$ cat src/rtl/cvm_pkg.sv
package cvm_pkg;

   // Default component width; the limit is one bit narrower
   localparam int unsigned CVM_DATA_WIDTH = 24;

   // Stages in the front end (magnitude, squares, sum and compare)
   localparam int unsigned CVM_PREP_STAGES = 3;

endpackage

$ cat src/rtl/cvm_div_cell.sv
module cvm_div_cell #(
   parameter int unsigned W  = cvm_pkg::CVM_DATA_WIDTH,
   parameter int unsigned SW = 1
) (
   input  logic          clock,
   input  logic          reset,
   input  logic          up_valid,
   output logic          up_ready,
   input  logic [W-1:0]  up_len,
   input  logic [W-1:0]  up_rx,
   input  logic [W-1:0]  up_ry,
   input  logic [W-2:0]  up_lx,
   input  logic [W-2:0]  up_ly,
   input  logic [W-2:0]  up_qx,
   input  logic [W-2:0]  up_qy,
   input  logic [SW-1:0] up_side,
   output logic          dn_valid,
   input  logic          dn_ready,
   output logic [W-1:0]  dn_len,
   output logic [W-1:0]  dn_rx,
   output logic [W-1:0]  dn_ry,
   output logic [W-2:0]  dn_lx,
   output logic [W-2:0]  dn_ly,
   output logic [W-2:0]  dn_qx,
   output logic [W-2:0]  dn_qy,
   output logic [SW-1:0] dn_side
);
   import cvm_pkg::*;

   logic          valid_ff;
   logic [W-1:0]  len_ff, rx_ff, ry_ff;
   logic [W-2:0]  lx_ff, ly_ff, qx_ff, qy_ff;
   logic [SW-1:0] side_ff;
   logic [W:0]    tx, ty, dvs;
   logic          gex, gey;

   assign up_ready = !valid_ff || dn_ready;

   // Shift in the next dividend bit and subtract the length where it fits
   assign dvs = {1'b0, up_len};
   assign tx  = {up_rx, up_lx[W-2]};
   assign ty  = {up_ry, up_ly[W-2]};
   assign gex = tx >= dvs;
   assign gey = ty >= dvs;

   always_ff @(posedge clock) begin
      if (reset) begin
         valid_ff <= 1'b0;
      end else if (up_ready) begin
         valid_ff <= up_valid;
      end
      if (up_ready && up_valid) begin
         len_ff  <= up_len;
         rx_ff   <= gex ? (W)'(tx - dvs) : tx[W-1:0];
         ry_ff   <= gey ? (W)'(ty - dvs) : ty[W-1:0];
         lx_ff   <= {up_lx[W-3:0], 1'b0};
         ly_ff   <= {up_ly[W-3:0], 1'b0};
         qx_ff   <= {up_qx[W-3:0], gex};
         qy_ff   <= {up_qy[W-3:0], gey};
         side_ff <= up_side;
      end
   end

   assign dn_valid = valid_ff;
   assign dn_len   = len_ff;
   assign dn_rx    = rx_ff;
   assign dn_ry    = ry_ff;
   assign dn_lx    = lx_ff;
   assign dn_ly    = ly_ff;
   assign dn_qx    = qx_ff;
   assign dn_qy    = qy_ff;
   assign dn_side  = side_ff;

endmodule

$ cat config.mk
export PLATFORM = sky130hd
export DESIGN_NAME = cvm_div_cell
export DESIGN_NICKNAME = d
export VERILOG_FILES = /design/src/rtl/cvm_pkg.sv /design/src/rtl/cvm_div_cell.sv
export SDC_FILE = /design/constraint.sdc
export NUM_CORES = 1
export LEC_CHECK = 0
export BUFFER_PORTS_ARGS = -buffer_cell sky130_fd_sc_hd__buf_2
export CORE_UTILIZATION = 49
export DETAILED_ROUTE_END_ITERATION = 12
export PLACE_DENSITY = 0.81
export SLEW_MARGIN = 20
export SYNTH_ARGS = -nofsm -noshare
export SYNTH_HDL_FRONTEND = slang
export SYNTH_SLANG_ARGS = --single-unit
$ cat constraint.sdc
create_clock -name clock -period 6.2 [get_ports clock]
set_clock_uncertainty 0.15 [all_clocks]
set_input_delay 0.62 -clock clock [delete_from_list [all_inputs] [get_ports clock]]
set_output_delay 0.62 -clock clock [all_outputs]
set_load 0.005 [all_outputs]
* Yosys cells after proc, flatten, opt, wreduce, memory -nomap -nowiden *
Cells that the tools add are included.

word-level totals
  register bits after elaboration = 164
  logic and storage cells = 18

operators by class
  add/sub/neg operators = 2
  order comparisons = 2
  mux-type cells = 2
  reductions and logical operators = 3

operators with widths
  operator             count
  $ge A25 B24 Y1       2
  $mux W24             2
  $sub A24 B24 Y24     2
  $logic_and A1 B1 Y1  1
  $logic_not A1 Y1     1
  $logic_or A1 B1 Y1   1

* Depth between registers and ports, before layout *
  word-level depth = 3
  depth in mapped cells = 12
  gate-level depth less buffers = 11

* Worst setup path before layout *
OpenSTA, ideal clock, no wires.

  path type = input-to-reg
  from = input dn_ready
  to = register len_ff[0] (netlist: dn_len[0]) (enable)
  library setup time = 0.543 ns
  arrival = 4.516 ns
  required time = 5.507 ns
  path slack = 0.991 ns
  cell stages on the path = 2
  cell sequence = nand2b_1 > and2_1

on the way
  longest elaborated chain between the ends = 2

RTL lines
  item                    RTL line            RTL
  start: declaration      cvm_div_cell.sv:18  input logic dn_ready,
  $logic_or A1 B1 Y1      cvm_div_cell.sv:37  assign up_ready = !valid_ff || dn_ready;
  $logic_and A1 B1 Y1     cvm_div_cell.sv:52  if (up_ready && up_valid) begin
  end signal: assignment  cvm_div_cell.sv:53  len_ff <= up_len;
  end: declaration        cvm_div_cell.sv:31  logic [W-1:0] len_ff, rx_ff, ry_ff;

No other way between the ends.
A chain may end at the register's enable or synchronous reset.

* Final worst setup path *
  from = input up_len[8]
  to = register ry_ff[3] (netlist: dn_ry[3]) (data pin)

on the way
  longest elaborated chain between the ends = 2

RTL lines
  item                    RTL line            RTL
  start: declaration      cvm_div_cell.sv:9   input logic [W-1:0] up_len,
  $ge A25 B24 Y1          cvm_div_cell.sv:44  assign gey = ty >= dvs;
  $mux W24                cvm_div_cell.sv:55  ry_ff <= gey ? (W)'(ty - dvs) : ty[W-1:0];
  end signal: assignment  cvm_div_cell.sv:55
  end: declaration        cvm_div_cell.sv:31

No other way between the ends.

==> impl_metrics.ini <==
[outcome]
status = finished clean

[layout]
drive_gt1_frac = 0.418
nNetsFinal = 1175
multi_input_area_um2 = 2950
final_common_cell = buf_2
num-fill-cells = 1254
ff_latch_area_um2 = 4910
mostFrequentLayoutCells = 331 x buf_2, 163 x edfxtp_1, 59 x a21oi_1
area_growth_pct = 30.2

[logic_synthesis]
yosys.area.top_type = edfxtp_1
synth_top_area_share = 0.603
async_flop_share = 0
synth-edff-count = 163
ys_ff_latch = 164
synthCells = 620
synthesis.area_um2 = 8120
syn_avg_cell_area_um2 = 13.1
yosys_most_used_dff = edfxtp_1
yosysWarnings = 0
ys_types = 61
synth_area_leaders = edfxtp_1 60%, ha_1 7.4%, a21oi_1 3.6%
ys_seq_area_frac = 0.605

[place]
gp_congestion = 0.902
dp_hpwl_mm = 16.7
io_buffers = 331

[global_routing]
first_global_vias = 5925
overflow = 0
grt_usage = 0.247
grt_max_degree = 97
antenna_found_initial = 6
grt_pass1_wl_mm = 30.7

[die]
dieArea_um2 = 17100
num_rows = 46
start_util = 0.506
die_h_um = 131
io-pin-count = 336
die_x_um = 131
fp.coreArea_um2 = 16100

[worst_setup_path]
regToRegEndpoint = dn_qx[12]$_DFFE_PP_
path_max_fanout = 37
path_cells = buf_2 -> inv_1 -> ha_1 -> nand3_1 -> or2_1 -> a211oi_2 -> nor3_1 -> a211o_1 -> a31oi_4 -> mux2_2
cpPeakStageDelay_ns = 0.83
rr_startpoint = dn_valid$_SDFFE_PP0N_
reg2regPathDepth = 3
worstSetupStartpointType = input port
cp_slowest_cell = a31oi_4
crit_path_end = dn_ry[3]$_DFFE_PP_
end_kind = flip-flop
required_ns = 6.22
worstPathArrival_ns = 3.59
path_buf_inv = 2
r2r_slack_ns = 3.90
critical_path_depth = 10
path_delay_family = compound AO/OA/AOI/OAI gates
crit_type = input port to flip-flop
crit_path_start = up_len[8]

[timing]
final_max_slew_viol_count = 0
clock.fmax_ghz = 0.280
layout_worst_path_cycle_share = 0.575
fin_tns_setup_ns = 0
rsz0062_at_grt = no
min_period_ns = 3.57
whs_ns = 0.197
finalSetupViolCount = 0
finalHoldViolCount = 0
worst_slew_pin_slew_ns = 1.06
maxSlewHeadroom = 0.295

[clocking]
cts_buffer_depth = 2
cts_setup_buffers = 0
root_buffer = clkbuf_16
cts.clk_slew.worst_paths_ns = 0.07
clk_latency_ns = 0.42
cts_sinks = 164
htree_levels = 4
cts_buffers = 17
cts_tree = done
cts_hold_buf = 0
ctsResizeCount = 0

[route]
drc_errors = 0
drtAntennaViolNets = 0
via_per_inst = 5.28
drtIter0Drc = 287
vias = 6275
wl_per_cell_um = 18.2
drt-total-wl_mm = 21.6
first_pass_iters = 5

[power]
p_leak_nw = 4.64
p_per_area_nw_per_um2 = 278
peakVddDrop_v = 0.000195
p_total_mw = 2.94

[hold_path]
hp-class = input port to flip-flop

[run]
max_cap_viol_count = 0
## sequential cells by signal, indices dropped and copies added (netlist names)
name	count
dn_qy	23
dn_ry	24
dn_lx	22
dn_len	24
dn_rx	24
dn_side	1
dn_ly	22
dn_qx	23
dn_valid	1
## layout make-up
class | count | share of cell area
clock buffers | 17 | 0.0402
multi-input cells | 397 | 0.278
flip-flops and latches | 164 | 0.465
well taps | 216 | 0.0256
diodes | 4 | 0.000946
clock inverters | 15 | 0.0160
repair buffers | 332 | 0.159
inverters | 44 | 0.0156
## how the worst min path moves through the flow
stage / from / end / slack, ns / cells past startpoint
2_1_floorplan: dn_valid$_SDFFE_PP0N_ / dn_valid$_SDFFE_PP0N_ / 0.37 / 2
3_3_place_gp: dn_valid$_SDFFE_PP0N_ / dn_valid$_SDFFE_PP0N_ / 0.36 / 2
3_5_place_dp: dn_valid$_SDFFE_PP0N_ / dn_valid$_SDFFE_PP0N_ / 0.38 / 2
4_1_cts: reset / dn_valid$_SDFFE_PP0N_ / 0.18 / 2
5_1_grt: reset / dn_valid$_SDFFE_PP0N_ / 0.18 / 2
6_report: reset / dn_valid$_SDFFE_PP0N_ / 0.20 / 2
## worst register-to-register path, delay by kind of cell (launching register included)
family	cells	cell delay [ns]
simple gates	2	0.88
buf+inv	1	0.57
flops	1	0.31
## synthesized netlist by cell type (3+ instances only)
cell type / n
edfxtp_1: 163
a21oi_1: 59
ha_1: 48
inv_1: 44
nor2_1: 42
nand2_1: 26
mux2_2: 25
o21ai_0: 25
xnor2_1: 25
a21o_1: 13
nand3_1: 12
xor2_1: 12
o21a_1: 10
mux2_1: 9
nand4_1: 9
clkbuf_1: 8
nor3_1: 8
nand2b_1: 5
nor2b_1: 5
a31oi_1: 4
buf_6: 4
o211ai_1: 4
o21bai_1: 4
buf_4: 3
nand3b_1: 3
o31a_1: 3
## per-layer routing
| metal | GRT usage | routed length, um | share of wire | vias up |
|---|---|---|---|---|
| li1 | - | - | - | 2994 |
| met1 | 0.275 | 8210 | 0.38 | 2957 |
| met2 | 0.441 | 11100 | 0.51 | 278 |
| met3 | 0.0660 | 1660 | 0.077 | 44 |
| met4 | 0.113 | 607 | 0.028 | 2 |
| met5 | 0 | 12 | 0.00056 | - |
## cells by family after synthesis
kind of cell,synth area share
other,0.000462
buffers and inverters,0.0330
adder cells (fa/ha/maj),0.0789
multiplexers,0.0515
flip-flops,0.605
AO/OA/AOI/OAI,0.116
XOR/XNOR,0.0399
AND/OR/NAND/NOR,0.0750
## per-stage QoR
| stage | std cells | setup slack (ns) | util | cell area [um^2] |
|---|---|---|---|---|
| after floorplan | 621 | 0.991 | - | 8130 |
| after global placement | 1153 | 2.26 | 0.621 | 9970 |
| after detailed placement | 1153 | 2.20 | 0.621 | 9970 |
| after CTS | 1185 | 2.65 | 0.658 | 10600 |
| after global routing | 1189 | 2.51 | 0.659 | 10600 |
| final | 1189 | 2.63 | 0.659 | 10600 |
## where the power goes
group	leakage, nW	switching [mW]	internal [mW]
logic	2.77	0.296	0.258
clock network	0.287	0.490	0.538
registers	1.58	0.0224	1.34
total	4.64	0.809	2.13
Note: power is estimated with default switching activity, not from simulation.
