## src/rtl/cvm_pkg.sv

```systemverilog
package cvm_pkg;

   // Default component width; the limit is one bit narrower
   localparam int unsigned CVM_DATA_WIDTH = 24;

   // Stages in the front end (magnitude, squares, sum and compare)
   localparam int unsigned CVM_PREP_STAGES = 3;

endpackage

```

## src/rtl/cvm_sqrt_cell.sv

```systemverilog
module cvm_sqrt_cell #(
   parameter int unsigned W  = cvm_pkg::CVM_DATA_WIDTH,
   parameter int unsigned SW = 1
) (
   input  logic           clock,
   input  logic           reset,
   input  logic           up_valid,
   output logic           up_ready,
   input  logic [2*W-1:0] up_sum,
   input  logic [W+1:0]   up_rem,
   input  logic [W-1:0]   up_root,
   input  logic [SW-1:0]  up_side,
   output logic           dn_valid,
   input  logic           dn_ready,
   output logic [2*W-1:0] dn_sum,
   output logic [W+1:0]   dn_rem,
   output logic [W-1:0]   dn_root,
   output logic [SW-1:0]  dn_side
);
   import cvm_pkg::*;

   logic           valid_ff;
   logic [2*W-1:0] sum_ff;
   logic [W+1:0]   rem_ff;
   logic [W-1:0]   root_ff;
   logic [SW-1:0]  side_ff;
   logic [W+1:0]   part, trial;
   logic           fits;

   assign up_ready = !valid_ff || dn_ready;

   // Bring down the next two bits and try appending a one to the root
   assign part  = {up_rem[W-1:0], up_sum[2*W-1:2*W-2]};
   assign trial = {up_root, 2'b01};
   assign fits  = part >= trial;

   always_ff @(posedge clock) begin
      if (reset) begin
         valid_ff <= 1'b0;
      end else if (up_ready) begin
         valid_ff <= up_valid;
      end
      if (up_ready && up_valid) begin
         sum_ff  <= {up_sum[2*W-3:0], 2'b00};
         rem_ff  <= fits ? part - trial : part;
         root_ff <= {up_root[W-2:0], fits};
         side_ff <= up_side;
      end
   end

   assign dn_valid = valid_ff;
   assign dn_sum   = sum_ff;
   assign dn_rem   = rem_ff;
   assign dn_root  = root_ff;
   assign dn_side  = side_ff;

endmodule

```

## config.mk

```make
export PLATFORM = sky130hd
export DESIGN_NAME = cvm_sqrt_cell
export DESIGN_NICKNAME = d
export VERILOG_FILES = /design/src/rtl/cvm_pkg.sv /design/src/rtl/cvm_sqrt_cell.sv
export SDC_FILE = /design/constraint.sdc
export NUM_CORES = 1
export LEC_CHECK = 0
export BUFFER_PORTS_ARGS = -buffer_cell sky130_fd_sc_hd__buf_2
export CORE_MARGIN = 3
export CORE_UTILIZATION = 45
export DETAILED_ROUTE_END_ITERATION = 10
export PLACE_DENSITY = 0.76
export SYNTH_ARGS = -nofsm -noshare
export SYNTH_HDL_FRONTEND = slang
export SYNTH_SLANG_ARGS = --single-unit
```

## constraint.sdc

```tcl
create_clock -name clock -period 8.5 [get_ports clock]
set_input_delay 0.85 -clock clock [delete_from_list [all_inputs] [get_ports clock]]
set_output_delay 0.85 -clock clock [all_outputs]
set_load 0.05 [all_outputs]
```

After elaboration in Yosys (flattened, before gate mapping)
Index checks and enable logic that the tools add are counted.

Input port bits: 103. Flip-flop bits (word level): 98. Output and inout port bits: 101. Word-level logic and storage cells: 11.

Magnitude comparators: 1. Add/sub/neg operators: 1. Reductions and logical operators: 3. Multiplexer cells: 1.

Operators by type and width (number): 26-bit >= comparator (1); 26-bit 2-to-1 mux (1); 26-bit subtractor (1); 1-bit logical AND (1); 1-bit logical NOT (1); 1-bit logical OR (1).

Logic depth before layout (Yosys ltp)
Word-level depth: 3. Depth in mapped cells: 12. Depth with buffers taken out: 10.

Worst setup path before layout
Ideal clock, no wire load.

Path kind: in2reg. Start point: input port dn_ready. End point: register rem_ff[0] (netlist: dn_rem[0]) (enable). Path slack: 4397 ps. Setup time: 466 ps. Data required time: 8034 ps. Path buffers: 0. Arrival time: 3637 ps. Cell stages on the path: 2. Cell sequence: nand2b_1 -> and2_1.

Cells in the longest elaborated chain, start to end: 2.

RTL lines: from (decl) (RTL line cvm_sqrt_cell.sv:14) `input logic dn_ready,`; 1-bit logical OR (RTL line cvm_sqrt_cell.sv:30) `assign up_ready = !valid_ff || dn_ready;`; 1-bit logical AND (RTL line cvm_sqrt_cell.sv:43) `if (up_ready && up_valid) begin`; to (signal assigned) (RTL line cvm_sqrt_cell.sv:45) `rem_ff <= fits ? part - trial : part;`; to (decl) (RTL line cvm_sqrt_cell.sv:24) `logic [W+1:0] rem_ff;`.

No other way between the ends. A chain may end at the register's enable or synchronous reset.

Worst setup path in the final report
Start point: input port up_root[0]. End point: register rem_ff[22] (netlist: dn_rem[22]), data pin.

Cells in the longest elaborated chain, start to end: 2. Elaborated cells between the ends (all ways): 3. Those cells by class: add/sub (1); order compare (1); mux (1).

RTL lines: from (decl) (RTL line cvm_sqrt_cell.sv:11) `input logic [W-1:0] up_root,`; 26-bit >= comparator (RTL line cvm_sqrt_cell.sv:35) `assign fits = part >= trial;`; net fits (RTL line cvm_sqrt_cell.sv:28) `logic fits;`; 26-bit 2-to-1 mux (RTL line cvm_sqrt_cell.sv:45).

The timed path passes the listed nets, and every way through them passes these cells.

==> report_table.html <==
<table>
<tr><th>Metric</th><th>Value</th></tr>
<tr><th colspan="2">STA</th></tr>
<tr><td>Share of the cycle needed by the critical path after routing</td><td>40.91%</td></tr>
<tr><td>Tmin final</td><td>3478 ps</td></tr>
<tr><td>Relative slew margins</td><td>34.63%</td></tr>
<tr><td>Pins Over Slew Limit</td><td>0</td></tr>
<tr><td>Total negative slack</td><td>0 ps</td></tr>
<tr><td>Unrepaired setup endpoints after global routing</td><td>no</td></tr>
<tr><td>Clock skew</td><td>6.578 ps</td></tr>
<tr><td>Slew of the pin with the lowest slew margin</td><td>980.5 ps</td></tr>
<tr><td>Fin. Hold Viols</td><td>0</td></tr>
<tr><td>Final setup violating endpoints</td><td>0</td></tr>
<tr><td>Hold Slack</td><td>540.3 ps</td></tr>
<tr><td>Peak clock frequency supported by timing</td><td>0.2876 GHz</td></tr>
<tr><th colspan="2">GRT</th></tr>
<tr><td>Number of antenna violations at the first check in global routing</td><td>0</td></tr>
<tr><td>Largest net degree at the start of global routing</td><td>53</td></tr>
<tr><td>Number of global-route vias before repair</td><td>3465</td></tr>
<tr><td>Wire length of the first global-routing pass</td><td>17390 um</td></tr>
<tr><td>Total global routing overflow</td><td>0</td></tr>
<tr><td>Global router's overall resource usage</td><td>19.14%</td></tr>
<tr><th colspan="2">Clock tree</th></tr>
<tr><td>Count of buffers added by post-CTS timing repair for setup</td><td>0</td></tr>
<tr><td>Buffers from clock root to sink, at most</td><td>2</td></tr>
<tr><td>Number of hold-repair buffers added at the cts stage</td><td>0</td></tr>
<tr><td>Clock transition at path regs</td><td>100 ps</td></tr>
<tr><td>Total clock buffers created by CTS</td><td>9</td></tr>
<tr><td>Cell chosen for the clock root</td><td>clkbuf_8</td></tr>
<tr><td>Maximum level of the CTS H-tree</td><td>3</td></tr>
<tr><td>Clock insertion delay at the later pin of the skew report</td><td>360 ps</td></tr>
<tr><td>Number of instances resized during post-cts repair</td><td>0</td></tr>
<tr><td>Clock sinks</td><td>98</td></tr>
<tr><td>Clock tree from TritonCTS</td><td>yes</td></tr>
<tr><th colspan="2">Finish</th></tr>
<tr><td>Leading cell types in the layout, fill and taps excluded</td><td>buf_2 (199), edfxtp_1 (97), nand2_1 (36)</td></tr>
<tr><td>Leading cell type in the layout, fill and taps excluded</td><td>buf_2</td></tr>
<tr><td>Share of the core filled with cells</td><td>59.28%</td></tr>
<tr><td>Signed area change from the synthesized netlist to the final layout</td><td>27.68%</td></tr>
<tr><td>Number of inserted diodes</td><td>0</td></tr>
<tr><td>Register area</td><td>2933 um^2</td></tr>
<tr><td>Final #Nets</td><td>713</td></tr>
<tr><td>Fraction of final layout cells with drive strength greater than 1</td><td>39.56%</td></tr>
<tr><td>Filler Cells Inserted</td><td>849</td></tr>
<tr><td>Multi-input gate area</td><td>1659 um^2</td></tr>
<tr><th colspan="2">Setup path</th></tr>
<tr><td>Crit path buffers/inverters</td><td>3</td></tr>
<tr><td>Cells along the critical path</td><td>buf_2 -&gt; inv_1 -&gt; ha_1 -&gt; nor2b_1 -&gt; o2111ai_1 -&gt; a2111oi_4 -&gt; nor3_2 -&gt; o31a_2 -&gt; inv_6 -&gt; mux2_1</td></tr>
<tr><td>Critical Path End Type</td><td>register</td></tr>
<tr><td>Maximum net fanout on the critical path</td><td>47</td></tr>
<tr><td>Worst R2R Path Depth</td><td>3</td></tr>
<tr><td>WP depth</td><td>10</td></tr>
<tr><td>Type of element launching the critical path</td><td>input port</td></tr>
<tr><td>Cell family contributing the most delay on the critical path</td><td>compound AO/OA/AOI/OAI gates</td></tr>
<tr><td>Crit Path Class</td><td>in2reg</td></tr>
<tr><td>Slowest stage cell, crit path</td><td>o31a_2</td></tr>
<tr><td>Arrival time of the worst setup path</td><td>3610 ps</td></tr>
<tr><td>Delay of the slowest critical-path stage</td><td>860 ps</td></tr>
<tr><td>Critical path required time</td><td>8630 ps</td></tr>
<tr><th colspan="2">Synth</th></tr>
<tr><td>Most instantiated flip-flop cell in the synthesis netlist</td><td>edfxtp_1</td></tr>
<tr><td>Number of flops mapped to enable cells by yosys</td><td>97</td></tr>
<tr><td>Syn Area/Cell</td><td>12.51 um^2</td></tr>
<tr><td>Top-area cell type share of the netlist area</td><td>60.50%</td></tr>
<tr><td>Netlist area before placement</td><td>4815 um^2</td></tr>
<tr><td>Count of unique library cells instantiated by Yosys</td><td>59</td></tr>
<tr><td>Fraction of registers with async set or reset after synthesis</td><td>0%</td></tr>
<tr><td>Yosys synthesis warning count</td><td>0</td></tr>
<tr><td>Sequential fraction of the synthesis area</td><td>60.91%</td></tr>
<tr><td>Yosys reg bits</td><td>98</td></tr>
<tr><td>Area leader, netlist</td><td>edfxtp_1</td></tr>
<tr><td>Most area-consuming cells after synthesis</td><td>edfxtp_1 (60%), ha_1 (6.8%), nand2_1 (2.8%)</td></tr>
<tr><td>Synthesized instance count</td><td>385</td></tr>
<tr><th colspan="2">Run status</th></tr>
<tr><td>Result of the run</td><td>complete, no violations</td></tr>
<tr><th colspan="2">Drt</th></tr>
<tr><td>Total via count in the routed design</td><td>3746</td></tr>
<tr><td>Via-to-Cell Ratio</td><td>5.167</td></tr>
<tr><td>Antenna violation net count after detailed routing</td><td>0</td></tr>
<tr><td>Initial DRT Pass Iterations</td><td>4</td></tr>
<tr><td>Initial DRC Count</td><td>191</td></tr>
<tr><td>Routed wire length</td><td>11960 um</td></tr>
<tr><td>Wire length per cell</td><td>16.50 um</td></tr>
<tr><td>Remaining DRCs</td><td>0</td></tr>
<tr><th colspan="2">Power</th></tr>
<tr><td>Pwr dens</td><td>211.8 nW/um^2</td></tr>
<tr><td>Proportion of power drawn by flip-flops and latches</td><td>45.0%</td></tr>
<tr><td>Leakage power</td><td>2.729 nW</td></tr>
<tr><td>Max rail drop VDD</td><td>104.1 uV</td></tr>
<tr><td>Clock share of power</td><td>28.7%</td></tr>
<tr><td>Switching part of the total power</td><td>32.42%</td></tr>
<tr><td>Combinational fraction of design power</td><td>26.3%</td></tr>
<tr><td>Power, Total</td><td>0.001302 W</td></tr>
<tr><td>Switch Pwr</td><td>0.0004222 W</td></tr>
<tr><td>Internal power contribution</td><td>0.0008801 W</td></tr>
<tr><th colspan="2">Die</th></tr>
<tr><td>Std cell rows</td><td>37</td></tr>
<tr><td>Die Height</td><td>109.4 um</td></tr>
<tr><td>Area of the die</td><td>11980 um^2</td></tr>
<tr><td>Area of the core region</td><td>10370 um^2</td></tr>
<tr><td>Count of boundary I/O pins</td><td>204</td></tr>
<tr><td>Width of the chip</td><td>109.4 um</td></tr>
<tr><td>Starting utilization of the core area</td><td>46.43%</td></tr>
<tr><th colspan="2">Flow run</th></tr>
<tr><td>Max-capacitance violation count</td><td>0</td></tr>
<tr><th colspan="2">Place</th></tr>
<tr><td>Routability cong.</td><td>0.8600</td></tr>
<tr><td>Number of input and output port buffers inserted</td><td>199</td></tr>
<tr><td>Half-perimeter wire length of the detailed placement result</td><td>9162 um</td></tr>
<tr><th colspan="2">Min path</th></tr>
<tr><td>Class of the worst hold path</td><td>reg2reg</td></tr>
<tr><td>Cell depth of the worst hold path</td><td>2</td></tr>
</table>
routing by layer:
layer | GRT usage (%) | share of wire (%) | wire (um)
met1 | 22.46 | 39 | 4689
met2 | 33.22 | 50 | 6032
met3 | 4.698 | 8.3 | 998
met4 | 8.370 | 2.0 | 243
met5 | 0 | 0 | 0
registers in the layout (all words and copies together) (netlist names):
name      cells
dn_rem       26
dn_root      24
dn_side       1
dn_sum       46
dn_valid      1
cells in the mapped netlist, types with 3 or more instances:
| cell | n |
|---|---|
| o31ai_1 | 4 |
| edfxtp_1 | 97 |
| nand2_1 | 36 |
| ha_1 | 26 |
| nor3_1 | 8 |
| nand4_1 | 3 |
| or3_1 | 3 |
| inv_1 | 33 |
| a211oi_1 | 3 |
| nand2b_1 | 4 |
| a31oi_1 | 5 |
| o21a_1 | 5 |
| and2_1 | 3 |
| clkbuf_1 | 5 |
| a21oi_1 | 20 |
| o2111ai_1 | 3 |
| nor2_1 | 18 |
| o211ai_1 | 3 |
| a21o_1 | 8 |
| xnor2_1 | 10 |
| xor2_1 | 7 |
| o21ai_1 | 16 |
| o21ai_0 | 14 |
| nand3_1 | 9 |
| buf_6 | 4 |
tightest hold or removal path, stage by stage (launching register included):
cell      delay, ps
dfxtp_1         320
nand2b_1        110
a21oi_1          80
final cells by class:
cell class	instances	share of cell area, %
clock buffers	11	2.300
clock inverters	5	1.750
inverters	34	2.158
multi-input cells	241	26.99
flip-flops and latches	98	47.71
well taps	136	2.768
repair buffers	200	16.32
power by group through the flow:
stage          Sequential [W]  Combinational (W)  Clock (W)
2_1_floorplan        0.000725           0.000134          0
3_3_place_gp         0.000596           0.000336          0
3_5_place_dp         0.000597           0.000342          0
4_1_cts              0.000587           0.000344   0.000382
5_1_grt              0.000590           0.000369   0.000404
6_report             0.000586           0.000342   0.000374
final timing paths:
kind	start	end	slack, ps
setup reg to reg	dn_valid	dn_sum[43]	6480
setup / recovery	up_root[0]	dn_rem[22]	5020
hold reg to reg	dn_valid	dn_valid	540
hold / removal	dn_valid	dn_valid	540
cell families after synthesis:
family	after synthesis	synth area share, %
other	1	0.07789
AO/OA/AOI/OAI	97	13.98
flip-flops	98	60.91
XOR/XNOR	17	3.092
buffers and inverters	47	4.781
AND/OR/NAND/NOR	97	9.953
adder cells (fa/ha/maj)	26	6.757
multiplexers	2	0.4418
through the flow:
stage / instances / instance area (um^2) / worst slack [ps]
finish: 725 / 6147 / 5022
global placement: 709 / 5898 / 4638
CTS: 725 / 6147 / 5021
floorplan: 386 / 4818 / 4397
detailed placement: 709 / 5898 / 4609
global route: 725 / 6147 / 4825
Power figures use the tool's default switching activity.
